===== config.mk =====
export PLATFORM = sky130hd
export DESIGN_NAME = octree_occupancy_pyramid
export DESIGN_NICKNAME = d
export VERILOG_FILES = /design/src/oop_pkg.sv /design/src/oop_cell.sv /design/src/oop_fifo.sv /design/src/octree_occupancy_pyramid.sv
export SDC_FILE = /design/constraint.sdc
export NUM_CORES = 1
export LEC_CHECK = 0
export BUFFER_PORTS_ARGS = -buffer_cell sky130_fd_sc_hd__buf_2
export CORE_MARGIN = 5
export CORE_UTILIZATION = 45
export DETAILED_ROUTE_END_ITERATION = 8
export GPL_TIMING_DRIVEN = 0
export PLACE_DENSITY_LB_ADDON = 0.08
export SYNTH_ARGS = -nofsm -noshare
export SYNTH_HDL_FRONTEND = slang
export SYNTH_HIERARCHICAL = 1
export SYNTH_SLANG_ARGS = --single-unit

===== constraint.sdc =====
create_clock -name clk -period 8.7 [get_ports clk]
set_input_delay 1.74 -clock clk [delete_from_list [all_inputs] [get_ports clk]]
set_output_delay 1.74 -clock clk [all_outputs]
set_load 0.01 [all_outputs]

===== src/oop_pkg.sv =====
package oop_pkg;

  localparam int MAX_DEPTH  = 8;
  localparam int LEVEL_W    = 3;
  localparam int INDEX_W    = 21;
  localparam int ADDR_W     = 22;
  localparam int DEPTH_W    = 4;
  localparam int FIFO_DEPTH = 4;
  localparam int FIFO_PTR_W = $clog2(FIFO_DEPTH);
  localparam int FIFO_CNT_W = $clog2(FIFO_DEPTH + 1);
  localparam int CHILDREN_W = 3;

  localparam logic [CHILDREN_W-1:0] LAST_CHILD = '1;

  // Node moving through the level chain.
  typedef struct packed {
    logic               valid;
    logic [INDEX_W-1:0] idx;
    logic               occ;
  } tok_t;

  // One result item.
  typedef struct packed {
    logic [LEVEL_W-1:0] level;
    logic [INDEX_W-1:0] index;
    logic [ADDR_W-1:0]  addr;
    logic               occ;
    logic               last;
  } res_t;

  // Start of a level in the flat buffer: 1 + 8 + ... + 8^(level-1).
  function automatic logic [ADDR_W-1:0] level_offset(input logic [LEVEL_W-1:0] level);
    logic [ADDR_W-1:0] off;
    logic [ADDR_W-1:0] size;
    off  = '0;
    size = ADDR_W'(1);
    for (int k = 0; k < MAX_DEPTH; k++) begin
      if (k < int'(level)) begin
        off  = off + size;
        size = size << CHILDREN_W;
      end
    end
    return off;
  endfunction

  // Index mask of a level: 3*level low bits set.
  function automatic logic [INDEX_W-1:0] index_mask(input logic [LEVEL_W-1:0] level);
    logic [INDEX_W-1:0] m;
    m = '0;
    for (int i = 0; i < INDEX_W; i++) begin
      if (i < CHILDREN_W * int'(level)) m[i] = 1'b1;
    end
    return m;
  endfunction

endpackage


===== src/oop_cell.sv =====
module oop_cell (
  input  logic                        clk,
  input  logic                        rst,
  input  logic                        clear,
  input  logic                        advance,
  input  logic [oop_pkg::LEVEL_W-1:0] level,
  input  oop_pkg::tok_t               inj,
  input  oop_pkg::tok_t               src,
  output oop_pkg::tok_t               tok,
  output oop_pkg::res_t               res
);

  logic                        tok_valid;
  logic                        tok_valid_next;
  logic [oop_pkg::INDEX_W-1:0] tok_idx;
  logic [oop_pkg::INDEX_W-1:0] tok_idx_next;
  logic                        tok_occ;
  logic                        tok_occ_next;
  logic                        acc;
  logic                        acc_next;
  logic                        carry;

  always_comb begin
    carry = src.valid && (src.idx[oop_pkg::CHILDREN_W-1:0] == oop_pkg::LAST_CHILD);
    if (inj.valid) begin
      tok_valid_next = 1'b1;
      tok_idx_next   = inj.idx;
      tok_occ_next   = inj.occ;
    end else if (carry) begin
      // eighth child closes this node
      tok_valid_next = 1'b1;
      tok_idx_next   = src.idx >> oop_pkg::CHILDREN_W;
      tok_occ_next   = acc | src.occ;
    end else begin
      tok_valid_next = 1'b0;
      tok_idx_next   = tok_idx;
      tok_occ_next   = tok_occ;
    end
    if (src.valid) begin
      acc_next = carry ? 1'b0 : (acc | src.occ);
    end else begin
      acc_next = acc;
    end
  end

  always_ff @(posedge clk) begin
    if (rst) begin
      tok_valid <= 1'b0;
      acc       <= 1'b0;
    end else if (clear) begin
      tok_valid <= 1'b0;
      acc       <= 1'b0;
    end else if (advance) begin
      tok_valid <= tok_valid_next;
      acc       <= acc_next;
    end
  end

  always_ff @(posedge clk) begin
    if (advance) begin
      tok_idx <= tok_idx_next;
      tok_occ <= tok_occ_next;
    end
  end

  always_comb begin
    tok.valid = tok_valid;
    tok.idx   = tok_idx;
    tok.occ   = tok_occ;
    res.level = level;
    res.index = tok_idx;
    res.addr  = oop_pkg::level_offset(level) + {1'b0, tok_idx};
    res.occ   = tok_occ;
    res.last  = (level == '0) ||
                (tok_idx[oop_pkg::CHILDREN_W-1:0] != oop_pkg::LAST_CHILD);
  end

endmodule


===== src/oop_fifo.sv =====
module oop_fifo (
  input  logic          clk,
  input  logic          rst,
  input  logic          push,
  input  oop_pkg::res_t push_data,
  output logic          full,
  input  logic          pop,
  output logic          pop_valid,
  output oop_pkg::res_t pop_data
);

  oop_pkg::res_t                  slots [oop_pkg::FIFO_DEPTH];
  logic [oop_pkg::FIFO_PTR_W-1:0] wr_ptr;
  logic [oop_pkg::FIFO_PTR_W-1:0] rd_ptr;
  logic [oop_pkg::FIFO_CNT_W-1:0] count;
  logic                           do_push;
  logic                           do_pop;

  assign full      = (count == oop_pkg::FIFO_CNT_W'(oop_pkg::FIFO_DEPTH));
  assign pop_valid = (count != '0);
  assign pop_data  = slots[rd_ptr];
  assign do_push   = push && !full;
  assign do_pop    = pop && pop_valid;

  always_ff @(posedge clk) begin
    if (rst) begin
      wr_ptr <= '0;
      rd_ptr <= '0;
      count  <= '0;
    end else begin
      if (do_push) wr_ptr <= wr_ptr + 1'b1;
      if (do_pop) rd_ptr <= rd_ptr + 1'b1;
      if (do_push && !do_pop) begin
        count <= count + 1'b1;
      end else if (do_pop && !do_push) begin
        count <= count - 1'b1;
      end
    end
  end

  always_ff @(posedge clk) begin
    if (do_push) slots[wr_ptr] <= push_data;
  end

endmodule


===== src/octree_occupancy_pyramid.sv =====
// Octree occupancy pyramid. Leaf occupancy bits of a full octree enter in
// Morton order, one per input transfer. Each leaf is written out first, then,
// when it closes a group of eight siblings, its parent (occupied if any child
// is), and so on toward the root. Every result carries level, index within
// the level, flat buffer address (level offset plus index) and a run_last flag
// on the final result of the leaf. tree_depth (1..8, 0 acts as 1, larger acts
// as 8) sets the number of levels; writing it starts a new tree and is taken
// only while the level chain holds no node. While a write is offered, leaves
// are held off, so a write and a leaf never transfer in the same cycle.
// Flow: a transferred leaf's node is registered in its level cell, then
// pushed into the output queue, from which it is offered on the output;
// each parent follows its child as the node hops down a chain of one cell
// per level. The next leaf is taken in the cycle the last result of the
// current leaf leaves the chain, so leaves that close no group go at one
// per cycle while the output queue has room. A four-entry output queue
// parts the chain from the output stall; while it is full the chain holds.
// No clearing pass after reset.
module octree_occupancy_pyramid (
  input  logic                        clk,
  input  logic                        rst,
  // configuration write
  input  logic                        cfg_valid,
  output logic                        cfg_ready,
  input  logic [oop_pkg::DEPTH_W-1:0] tree_depth,
  // leaf input
  input  logic                        in_valid,
  output logic                        in_stall,
  input  logic                        leaf_occupied,
  // node results
  output logic                        out_valid,
  input  logic                        out_stall,
  output logic [oop_pkg::LEVEL_W-1:0] node_level,
  output logic [oop_pkg::INDEX_W-1:0] node_index,
  output logic [oop_pkg::ADDR_W-1:0]  buffer_address,
  output logic                        node_occupied,
  output logic                        run_last
);

  localparam int N = oop_pkg::MAX_DEPTH;

  logic [oop_pkg::DEPTH_W-1:0] depth_reg;
  logic [oop_pkg::DEPTH_W-1:0] depth_eff;
  logic [oop_pkg::LEVEL_W-1:0] leaf_lvl;
  logic [oop_pkg::INDEX_W-1:0] leaf_mask;
  logic [oop_pkg::INDEX_W-1:0] leaf_count;
  logic [oop_pkg::INDEX_W-1:0] leaf_count_next;

  logic          cfg_write;
  logic          in_accept;
  logic          advance;
  logic          busy;
  logic          fifo_full;
  oop_pkg::res_t emit;
  oop_pkg::res_t head;

  oop_pkg::tok_t toks [N];
  oop_pkg::tok_t srcs [N];
  oop_pkg::tok_t injs [N];
  oop_pkg::res_t ress [N];

  // Clamp the written depth into the legal range; the register keeps raw bits.
  always_comb begin
    if (depth_reg == '0) begin
      depth_eff = oop_pkg::DEPTH_W'(1);
    end else if (depth_reg > oop_pkg::DEPTH_W'(N)) begin
      depth_eff = oop_pkg::DEPTH_W'(N);
    end else begin
      depth_eff = depth_reg;
    end
    leaf_lvl  = oop_pkg::LEVEL_W'(depth_eff - 1'b1);
    leaf_mask = oop_pkg::index_mask(leaf_lvl);
  end

  assign cfg_ready = !busy;
  assign cfg_write = cfg_valid && cfg_ready;

  // Hold the whole chain while the output queue has no room.
  assign advance   = !fifo_full;
  // Take a leaf when the chain is empty or its node retires this cycle;
  // hold leaves while a depth write is offered.
  assign in_stall  = !(advance && (!busy || emit.last)) || cfg_valid;
  assign in_accept = in_valid && !in_stall;

  assign leaf_count_next = (leaf_count + 1'b1) & leaf_mask;

  always_ff @(posedge clk) begin
    if (rst) begin
      depth_reg  <= oop_pkg::DEPTH_W'(N);
      leaf_count <= '0;
    end else if (cfg_write) begin
      depth_reg  <= tree_depth;
      leaf_count <= '0;
    end else if (in_accept) begin
      leaf_count <= leaf_count_next;
    end
  end

  // Level chain: cell k holds the open node of level k and passes each
  // finished node to cell k-1.
  for (genvar k = 0; k < N; k++) begin : g_cell
    always_comb begin
      injs[k].valid = in_accept && (leaf_lvl == oop_pkg::LEVEL_W'(k));
      injs[k].idx   = leaf_count & leaf_mask;
      injs[k].occ   = leaf_occupied;
    end

    if (k == N - 1) begin : g_top
      assign srcs[k] = '0;
    end else begin : g_mid
      assign srcs[k] = toks[k+1];
    end

    oop_cell u_cell (
      .clk     (clk),
      .rst     (rst),
      .clear   (cfg_write),
      .advance (advance),
      .level   (oop_pkg::LEVEL_W'(k)),
      .inj     (injs[k]),
      .src     (srcs[k]),
      .tok     (toks[k]),
      .res     (ress[k])
    );
  end

  // At most one cell holds a node; merge its result.
  always_comb begin
    emit = '0;
    busy = 1'b0;
    for (int k = 0; k < N; k++) begin
      if (toks[k].valid) begin
        emit = emit | ress[k];
        busy = 1'b1;
      end
    end
  end

  oop_fifo u_fifo (
    .clk       (clk),
    .rst       (rst),
    .push      (advance && busy),
    .push_data (emit),
    .full      (fifo_full),
    .pop       (!out_stall),
    .pop_valid (out_valid),
    .pop_data  (head)
  );

  assign node_level     = head.level;
  assign node_index     = head.index;
  assign buffer_address = head.addr;
  assign node_occupied  = head.occ;
  assign run_last       = head.last;

endmodule


# [Yosys cells after proc, flatten, opt, wreduce, memory -nomap -nowiden]
# Memories as Yosys holds them, arrays and structs flattened. A register that Yosys moved wholly into a read port is not among the register bits.
# Cells that the tools add are included.
[op_classes] addsub=13 n_mul=1 order_cmp=22 eq_ne=22 muxes=95 bitwise=17 n_reduce_logical=59
[op_table] cell="48-bit two-way mux" count=7
[op_table] cell="21-bit two-way mux" count=14
[op_table] cell="5-bit by 32-bit less-than comparator with 1-bit output (first input constant)" count=8
[op_table] cell="48-bit bitwise OR" count=4
[op_table] cell="4-bit by 32-bit less-than comparator with 1-bit output (first input constant)" count=4
[op_table] cell="6-bit by 32-bit less-than comparator with 1-bit output (first input constant)" count=4
[op_table] cell="48-bit by 47-bit bitwise OR with 48-bit output" count=2
[op_table] cell="1-bit two-way mux" count=67
[op_table] cell="3-bit by 32-bit less-than comparator with 1-bit output (first input constant)" count=2
[op_table] cell="48-bit by 46-bit bitwise OR with 48-bit output" count=1
[op_table] cell="45-bit two-way mux" count=1
[op_table] cell="21-bit AND" count=2
[op_table] cell="3-bit == test (second input constant)" count=12
[op_table] cell="1-bit by 32-bit less-than comparator with 1-bit output (first input constant)" count=1
[op_table] cell="2-bit by 32-bit less-than comparator with 1-bit output (first input constant)" count=1
[op_table] cell="2-bit AND reduction" count=15
[op_table] cell="1-bit logical AND" count=23
[op_table] cell="1-bit by 21-bit adder with 22-bit output (first input constant)" count=1
[op_table] cell="10-bit by 21-bit adder with 22-bit output (first input constant)" count=1
[op_table] cell="13-bit by 21-bit adder with 22-bit output (first input constant)" count=1
[op_table] cell="16-bit by 21-bit adder with 22-bit output (first input constant)" count=1
[op_table] cell="19-bit by 21-bit adder with 22-bit output (first input constant)" count=1
[op_table] cell="4-bit by 21-bit adder with 22-bit output (first input constant)" count=1
[op_table] cell="7-bit by 21-bit adder with 22-bit output (first input constant)" count=1
[op_table] cell="21 further kinds" count=54
[totals] reg_bits=223 mem_bits_rw=192 inputBits=10 wordCells=266 mem_count=1
[mem_list] memory="u_fifo.slots" depth=4 width=48 read_ports=1 rd_clocked_by_memory_dff=1 write_ports=1 line="oop_fifo.sv:12" source="oop_pkg::res_t slots [oop_pkg::FIFO_DEPTH];"

# [Longest topological paths before layout]
# Gate-level depths: netlist (run 1).
[depth] depth_word=24 depth_mapped=38 mapped_depth_nobuf=36

# [By module]
# Netlist (run 1), hierarchy kept.
[by_module_without_submodules] module="oop_cell at g_cell[0].u_cell ..." instances=6 cells_each=435 area_each_um2=3663.5
[by_module_without_submodules] module="oop_fifo" instances=1 cells_each=298 area_each_um2=7382.1
[by_module_without_submodules] module="octree_occupancy_pyramid" instances=1 cells_each=554 area_each_um2=3911.3
[by_module_without_submodules] module="oop_cell at g_cell[7].u_cell" instances=1 cells_each=453 area_each_um2=3771.1
[by_module_without_submodules] module="oop_cell at g_cell[6].u_cell" instances=1 cells_each=415 area_each_um2=3488.3

# [Worst setup path after synthesis (run 1)]
# OpenSTA, ideal clock, no wires.
[synth_path] kind="input port to flip-flop" start="in cfg_valid" end="reg g_cell[4].u_cell/tok_idx[0] (netlist bit), enable pin" setup_ps=403 arrival_ps=3840 t_required_ps=8297 setup_slack_ps=4457 cell_stages=8 cell_sequence="nor2_1 -> o211a_1 -> buf_2 -> buf_2 -> and3_1 -> clkbuf_1 -> nor2b_1 -> nor2b_1"
[synth_lines] item="start: declaration" line="octree_occupancy_pyramid.sv:22" source="input logic cfg_valid,"
[synth_lines] item="end signal: assignment" line="oop_cell.sv:61" source="tok_idx <= tok_idx_next;"
[synth_lines] item="end: declaration" line="oop_cell.sv:15" source="logic [oop_pkg::INDEX_W-1:0] tok_idx;"

==> results.toml, run 1 <==
[global_routing]
grt_pass1_vias = 32639
grt_use_total_pct = 31.33
grt_first_pass_wirelength_um = 222000
grt_max_degree = 41
globalRoute.totalOverflow = 0
grt_antenna_before_repair = 8

[pwr]
ir_worst_vdd_mv = 0.1957
power_density_nw_per_um2 = 178.5
total_leakage_power_nw = 17.94

[setup_path]
worstSetupStartpoint = "depth_reg[0]$_SDFFE_PP0P_"
startpoint_of_the_most_critical_register_to_register_path = "depth_reg[0]$_SDFFE_PP0P_"
r2r_slack_ns = 3.34
regToRegEndpoint = "g_cell[0].u_cell/tok_idx[17]$_DFFE_PP_"
cp_data_required_time_ns = 9.17
path_class = "reg2reg"
crit_end = "g_cell[0].u_cell/tok_idx[17]$_DFFE_PP_"
critical_path.endpoint_type = "flip-flop"
cell_depth_of_the_worst_setup_path = 13
path_delay_family = "simple AND/OR/NAND/NOR gates"
crit_buf_inv = 3
crit_arrival_ns = 5.83
slowest_stage = "nor2_1"
worst-r2r-cell-count = 13
worst_setup_path_start_kind = "flip-flop"
crit_path_max_fanout = 10
max_stage_delay_ns = 1.12
crit_path_cell_trace = "nor2_1, nor2_1, inv_1, ha_1, xnor2_1, inv_1, fa_1, xnor2_1, xnor2_1, clkbuf_1, o21ai_0, nor2_1, mux2_2"

[drt]
drtAntennaViolNets = 0
first_iter_violations = 3568
vias = 35430
route.detailed.wl_per_inst_um = 26.56
postRouteWirelength_um = 154500
drcViolationCount = 0
detailedRoute.firstPassIterationCount = 6
avgViaCountPerCell = 6.090

[status]
outcome = "complete, but fails checks"
violated_checks = "capacitance limit, slew limit"

[floorplanning]
rows = 109
fp.dieH_um = 309.5
core_area_um2 = 88650
num_io_pins = 61
initial_standard_cell_utilization_of_the_core_pct = 45.54
floorplan.die.width_um = 309.5
die_area_um2 = 95800

[final_layout]
final.fill_count = 8534
stdcell_area_um2 = 44540
area.sequential_um2 = 12050
layout_commonest_cell = "edfxtp_1"
reg_top3 = "u_fifo/slots (192), g_cell.u_cell/tok_idx (168), leaf_count (21)"
layout.nets = 4971
area.growth.synth_to_final_pct = 10.34
final_cell_mix = "edfxtp_1, ha_1, nand2_1, nor2_1, a22oi_1"
finalCoreUtilization_pct = 50.25
multiInputGateArea_um2 = 25940
largest_register_by_flop_count = "u_fifo/slots"
final_layout_size_suffix_gt1_share_pct = 16.83
largest_register_ff_count = 192

[yosys]
syn-mean-instance-area_um2 = 9.371
syn_area_um2 = 40370
synth_warnings = 6
synth_cells = 4308

[cts]
cts-buffers-inserted = 47
numClockSinks = 418
clock_root_buffer = "clkbuf_16"
clock_tree.htree_level_count = 2
post_cts_resize_count = 0
tritoncts = "built"
clock_path_buffers = 3
worstSkewPairLatency_ns = 0.61
clkSlewWorstSetupHoldPaths_ns = 0.06
post_cts_buffers = 0
cts_hold_buf = 0

[placed_design]
placement.io_buffers = 60
dp_hpwl_um = 123300
placedInstanceArea_um2 = 43050
place_congestion = 1.043

[timing]
rsz0062_at_grt = "false"
hold_viol = 0
worst_clock_skew_ns = 0.02094
max_freq_ghz = 0.1866
setup-tns-final_ns = 0
max_slew.worst_pin.slew_ns = 1.571
timing.max_slew.rel_slack_pct = -4.927
post-route-period-util_pct = 61.60
min_period_ns = 5.359
setup-violations-final = 0
finalMaxSlewViolations = 18

[job]
maxCapViolCount = 2

[min_path]
min-delay-path-class = "reg2reg"
-- power breakdown --
| group | leakage (nW) | total [mW] | switching [mW] | internal (mW) |
|---|---|---|---|---|
| clock | 0.708 | 1.96 | 0.859 | 1.11 |
| combinational | 13.4 | 3.23 | 2.08 | 1.16 |
| sequential | 3.80 | 2.75 | 0.164 | 2.59 |
| total | 17.9 | 7.95 | 3.10 | 4.85 |
-- per-layer routing --
layer / vias up / part of all wire, % / GRT usage (%)
met3: 314 / 8.1 / 6.601
li1: 16500 / - / -
met4: 4 / 4.8 / 12.23
met1: 17241 / 43 / 42.58
met5: - / 0.017 / 0
met2: 1371 / 44 / 49.27
-- tightest hold or removal path, stage by stage, from the launching register on --
cell and delay, ns:
dfxtp_1 0.31, nor2_1 0.09, a2111oi_0 0.06
-- how the worst min path moves through the flow --
stage / from / to / slack [ns] / depth (start not counted)
6_report: g_cell[0].u_cell/tok_valid$_SDFFE_PP0P_ / g_cell[0].u_cell/tok_valid$_SDFFE_PP0P_ / 0.50 / 2
2_1_floorplan: depth_reg[1]$_SDFFE_PP0P_ / depth_reg[1]$_SDFFE_PP0P_ / 0.46 / 2
5_1_grt: g_cell[6].u_cell/tok_valid$_SDFFE_PP0P_ / g_cell[6].u_cell/tok_valid$_SDFFE_PP0P_ / 0.52 / 2
3_5_place_dp: leaf_count[20]$_SDFFE_PP0P_ / leaf_count[20]$_SDFFE_PP0P_ / 0.49 / 2
4_1_cts: g_cell[0].u_cell/tok_valid$_SDFFE_PP0P_ / g_cell[0].u_cell/tok_valid$_SDFFE_PP0P_ / 0.50 / 2
3_3_place_gp: leaf_count[20]$_SDFFE_PP0P_ / leaf_count[20]$_SDFFE_PP0P_ / 0.49 / 2
-- through the flow --
stage	hold WS, ns	total power [mW]	setup slack (ns)	std cells
after detailed placement	0.4944	5.812	3.347	5726
final	0.5031	7.953	3.341	5818
after global routing	0.5237	8.303	3.083	5811
after floorplan	0.4571	4.722	4.457	4491
after global placement	0.4868	5.780	2.279	5716
after CTS	0.5031	7.769	3.328	5811
-- cell type report --
class,instances,area share (%)
well taps,1165,3.272
clock inverters,25,0.5140
inverters,151,1.272
diodes,7,0.03932
repair buffers,70,1.095
plain buffers,417,5.727
flip-flops and latches,418,27.06
multi-input cells,3505,58.23
clock buffers,60,2.798
(Power assumes the default switching activity.)
==> run 2: changes to the inputs <==
--- a/config.mk
+++ b/config.mk
@@ -5,6 +5,7 @@
 export SDC_FILE = /design/constraint.sdc
 export NUM_CORES = 1
 export LEC_CHECK = 0
+export ABC_AREA = 1
 export BUFFER_PORTS_ARGS = -buffer_cell sky130_fd_sc_hd__buf_2
 export CORE_MARGIN = 5
 export CORE_UTILIZATION = 45
==> constraint.sdc (replaced) <==
create_clock -name clk -period 5.5 [get_ports clk]
set_input_delay 1.1 -clock clk [delete_from_list [all_inputs] [get_ports clk]]
set_output_delay 1.1 -clock clk [all_outputs]
set_load 0.01 [all_outputs]
==> run 2 against run 1 <==
  * Utilization is 0.18 points higher
  * The flow still finishes with violations (capacitance limit, slew limit)
  * Clock-buffer cell count shrank 4
  * Synthesized area fell by 0.55%
  * Critical endpoint is now g_cell[4].u_cell/tok_idx[20]$_SDFFCE_PN0P_
  * Clock power up 77%
  * Clock skew rose by 0.027 ns
  * Register-to-register slack worse by 2.0 ns
==> results.toml, run 2 <==
[placed_design]
post-place-ws_ns = 1.169
place_congestion = 1.062
placement.io_buffers = 60
dp_cells = 6962
dp_hpwl_um = 122400

[final_layout]
layout.nets = 6208
final.fill_count = 8961
final_layout_size_suffix_gt1_share_pct = 11.76
largest_register_ff_count = 192
final_cell_mix = "nand2_1, nor2_1, inv_1, edfxtp_1, ha_1"
finalCoreUtilization_pct = 50.43
layout_commonest_cell = "nand2_1"
largest_register_by_flop_count = "u_fifo/slots"
area.growth.synth_to_final_pct = 11.19
non_filler_cells_final = 7051
reg_top3 = "u_fifo/slots (192), g_cell.u_cell/tok_idx (168), leaf_count (21)"

[pwr]
power_density_nw_per_um2 = 230.9
ir_worst_vdd_mv = 0.1878
total_leakage_power_nw = 21.03

[floorplanning]
fp.dieH_um = 308.7
initial_standard_cell_utilization_of_the_core_pct = 45.36
rows = 109
core_area_um2 = 88510
floorplan.die.width_um = 308.7
num_io_pins = 61
die_area_um2 = 95280

[drt]
detailedRoute.firstPassIterationCount = 8
vias = 37882
detailed_route_wirelength_on_metal3_um = 14000
postRouteWirelength_um = 150900
met2_length_um = 65560
avgViaCountPerCell = 5.373
highest_layer = "met5"
first_iter_violations = 3841
route.detailed.wl_per_inst_um = 21.40
drtAntennaViolNets = 0
drcViolationCount = 0
wirelength_met1_um = 63090

[timing]
setup-violations-final = 0
hold_viol = 0
timing.max_slew.rel_slack_pct = -7.720
finalMaxSlewViolations = 18
max_slew.worst_pin.slew_ns = 1.610
min_period_ns = 4.136
rsz0062_at_grt = "false"
post-route-period-util_pct = 75.20
max_freq_ghz = 0.2418
worst_clock_skew_ns = 0.04779
timing.final.ws_setup_ns = 1.364

[min_path]
min-delay-path-class = "reg2reg"

[cts]
tritoncts = "built"
numClockSinks = 418
post_cts_resize_count = 0
clock_path_buffers = 3
worstSkewPairLatency_ns = 0.62
clock_tree.htree_level_count = 2
clkSlewWorstSetupHoldPaths_ns = 0.06
post_cts_buffers = 0
cts_hold_buf = 0
clock_root_buffer = "clkbuf_16"
cts-buffers-inserted = 48

[setup_path]
crit_end = "g_cell[4].u_cell/tok_idx[20]$_SDFFCE_PN0P_"
critical_path.endpoint_type = "flip-flop"
r2r_slack_ns = 1.36
worst_setup_path_start_kind = "flip-flop"
cp_data_required_time_ns = 5.74
regToRegEndpoint = "g_cell[4].u_cell/tok_idx[20]$_SDFFCE_PN0P_"
worstSetupStartpoint = "g_cell[2].u_cell/tok_idx[1]$_DFFE_PP_"
crit_arrival_ns = 4.37
worst-r2r-cell-count = 10
startpoint_of_the_most_critical_register_to_register_path = "g_cell[2].u_cell/tok_idx[1]$_DFFE_PP_"
path_class = "reg2reg"
crit_path_max_fanout = 23

[job]
maxCapViolCount = 3

[global_routing]
grt_pass1_vias = 34728
grt_antenna_before_repair = 3
globalRoute.totalOverflow = 0
grt_max_degree = 28
grt_first_pass_wirelength_um = 219600
grt_use_total_pct = 30.76

[yosys]
syn_area_um2 = 40140
synth_cells = 5544
synth_warnings = 6
syn-mean-instance-area_um2 = 7.241

[status]
violated_checks = "capacitance limit, slew limit"
outcome = "complete, but fails checks"
## run 2: worst min path at each step
| stage | from | cells after the start | endpoint |
|---|---|---|---|
| 2_1_floorplan | depth_reg[0]$_SDFFE_PP0P_ | 2 | depth_reg[0]$_SDFFE_PP0P_ |
| 3_3_place_gp | depth_reg[0]$_SDFFE_PP0P_ | 2 | depth_reg[0]$_SDFFE_PP0P_ |
| 3_5_place_dp | depth_reg[0]$_SDFFE_PP0P_ | 2 | depth_reg[0]$_SDFFE_PP0P_ |
| 4_1_cts | depth_reg[0]$_SDFFE_PP0P_ | 2 | depth_reg[0]$_SDFFE_PP0P_ |
| 5_1_grt | depth_reg[0]$_SDFFE_PP0P_ | 2 | depth_reg[0]$_SDFFE_PP0P_ |
| 6_report | depth_reg[0]$_SDFFE_PP0P_ | 2 | depth_reg[0]$_SDFFE_PP0P_ |
## run 2: layout make-up
class	instances	area (um2)	area share, %
multi-input combinational	4413	24500	54.89
sequential	418	12050	27.00
buffer	355	2338	5.239
inverter	537	2023	4.533
tap	1165	1458	3.266
clock buffer	56	1294	2.898
timing repair buffer	74	573.1	1.284
clock inverter	30	389.1	0.8718
antenna	3	7.507	0.01682
## run 2: power breakdown
| part | switching [mW] | internal, mW |
|---|---|---|
| Clock | 1.39 | 2.07 |
| Combinational | 2.13 | 1.04 |
| Sequential | 0.106 | 3.58 |
| Total | 3.63 | 6.68 |
## run 2: metrics by stage
| stage | instance area [um2] | hold slack [ns] | power [mW] | setup TNS, ns |
|---|---|---|---|---|
| finish | 44640 | 0.4781 | 10.31 | 0 |
| global route | 44630 | 0.5019 | 10.81 | 0 |
| CTS | 44630 | 0.4812 | 10.12 | 0 |
| detailed placement | 42950 | 0.4726 | 6.682 | 0 |
| global placement | 42570 | 0.4615 | 6.652 | -25.18 |
| floorplan | 40820 | 0.4374 | 5.784 | 0 |
## run 2: worst max-delay path, cell delays in order (launching register included)
cell      delay [ns]
edfxtp_1        0.59
nand4_1         0.22
nand2_1         0.07
nand2_1         0.19
nor2_1          0.12
nand3_4         0.17
nand3_4         0.15
buf_2           0.24
nor3_1          0.90
inv_1           0.26
a21oi_4         0.81
## run 2: metal layers
| metal | up-vias | global-route usage, % |
|---|---|---|
| li1 | 18656 | - |
| met1 | 17458 | 41.58 |
| met2 | 1446 | 48.45 |
| met3 | 316 | 6.011 |
| met4 | 6 | 12.97 |
| met5 | - | 0 |
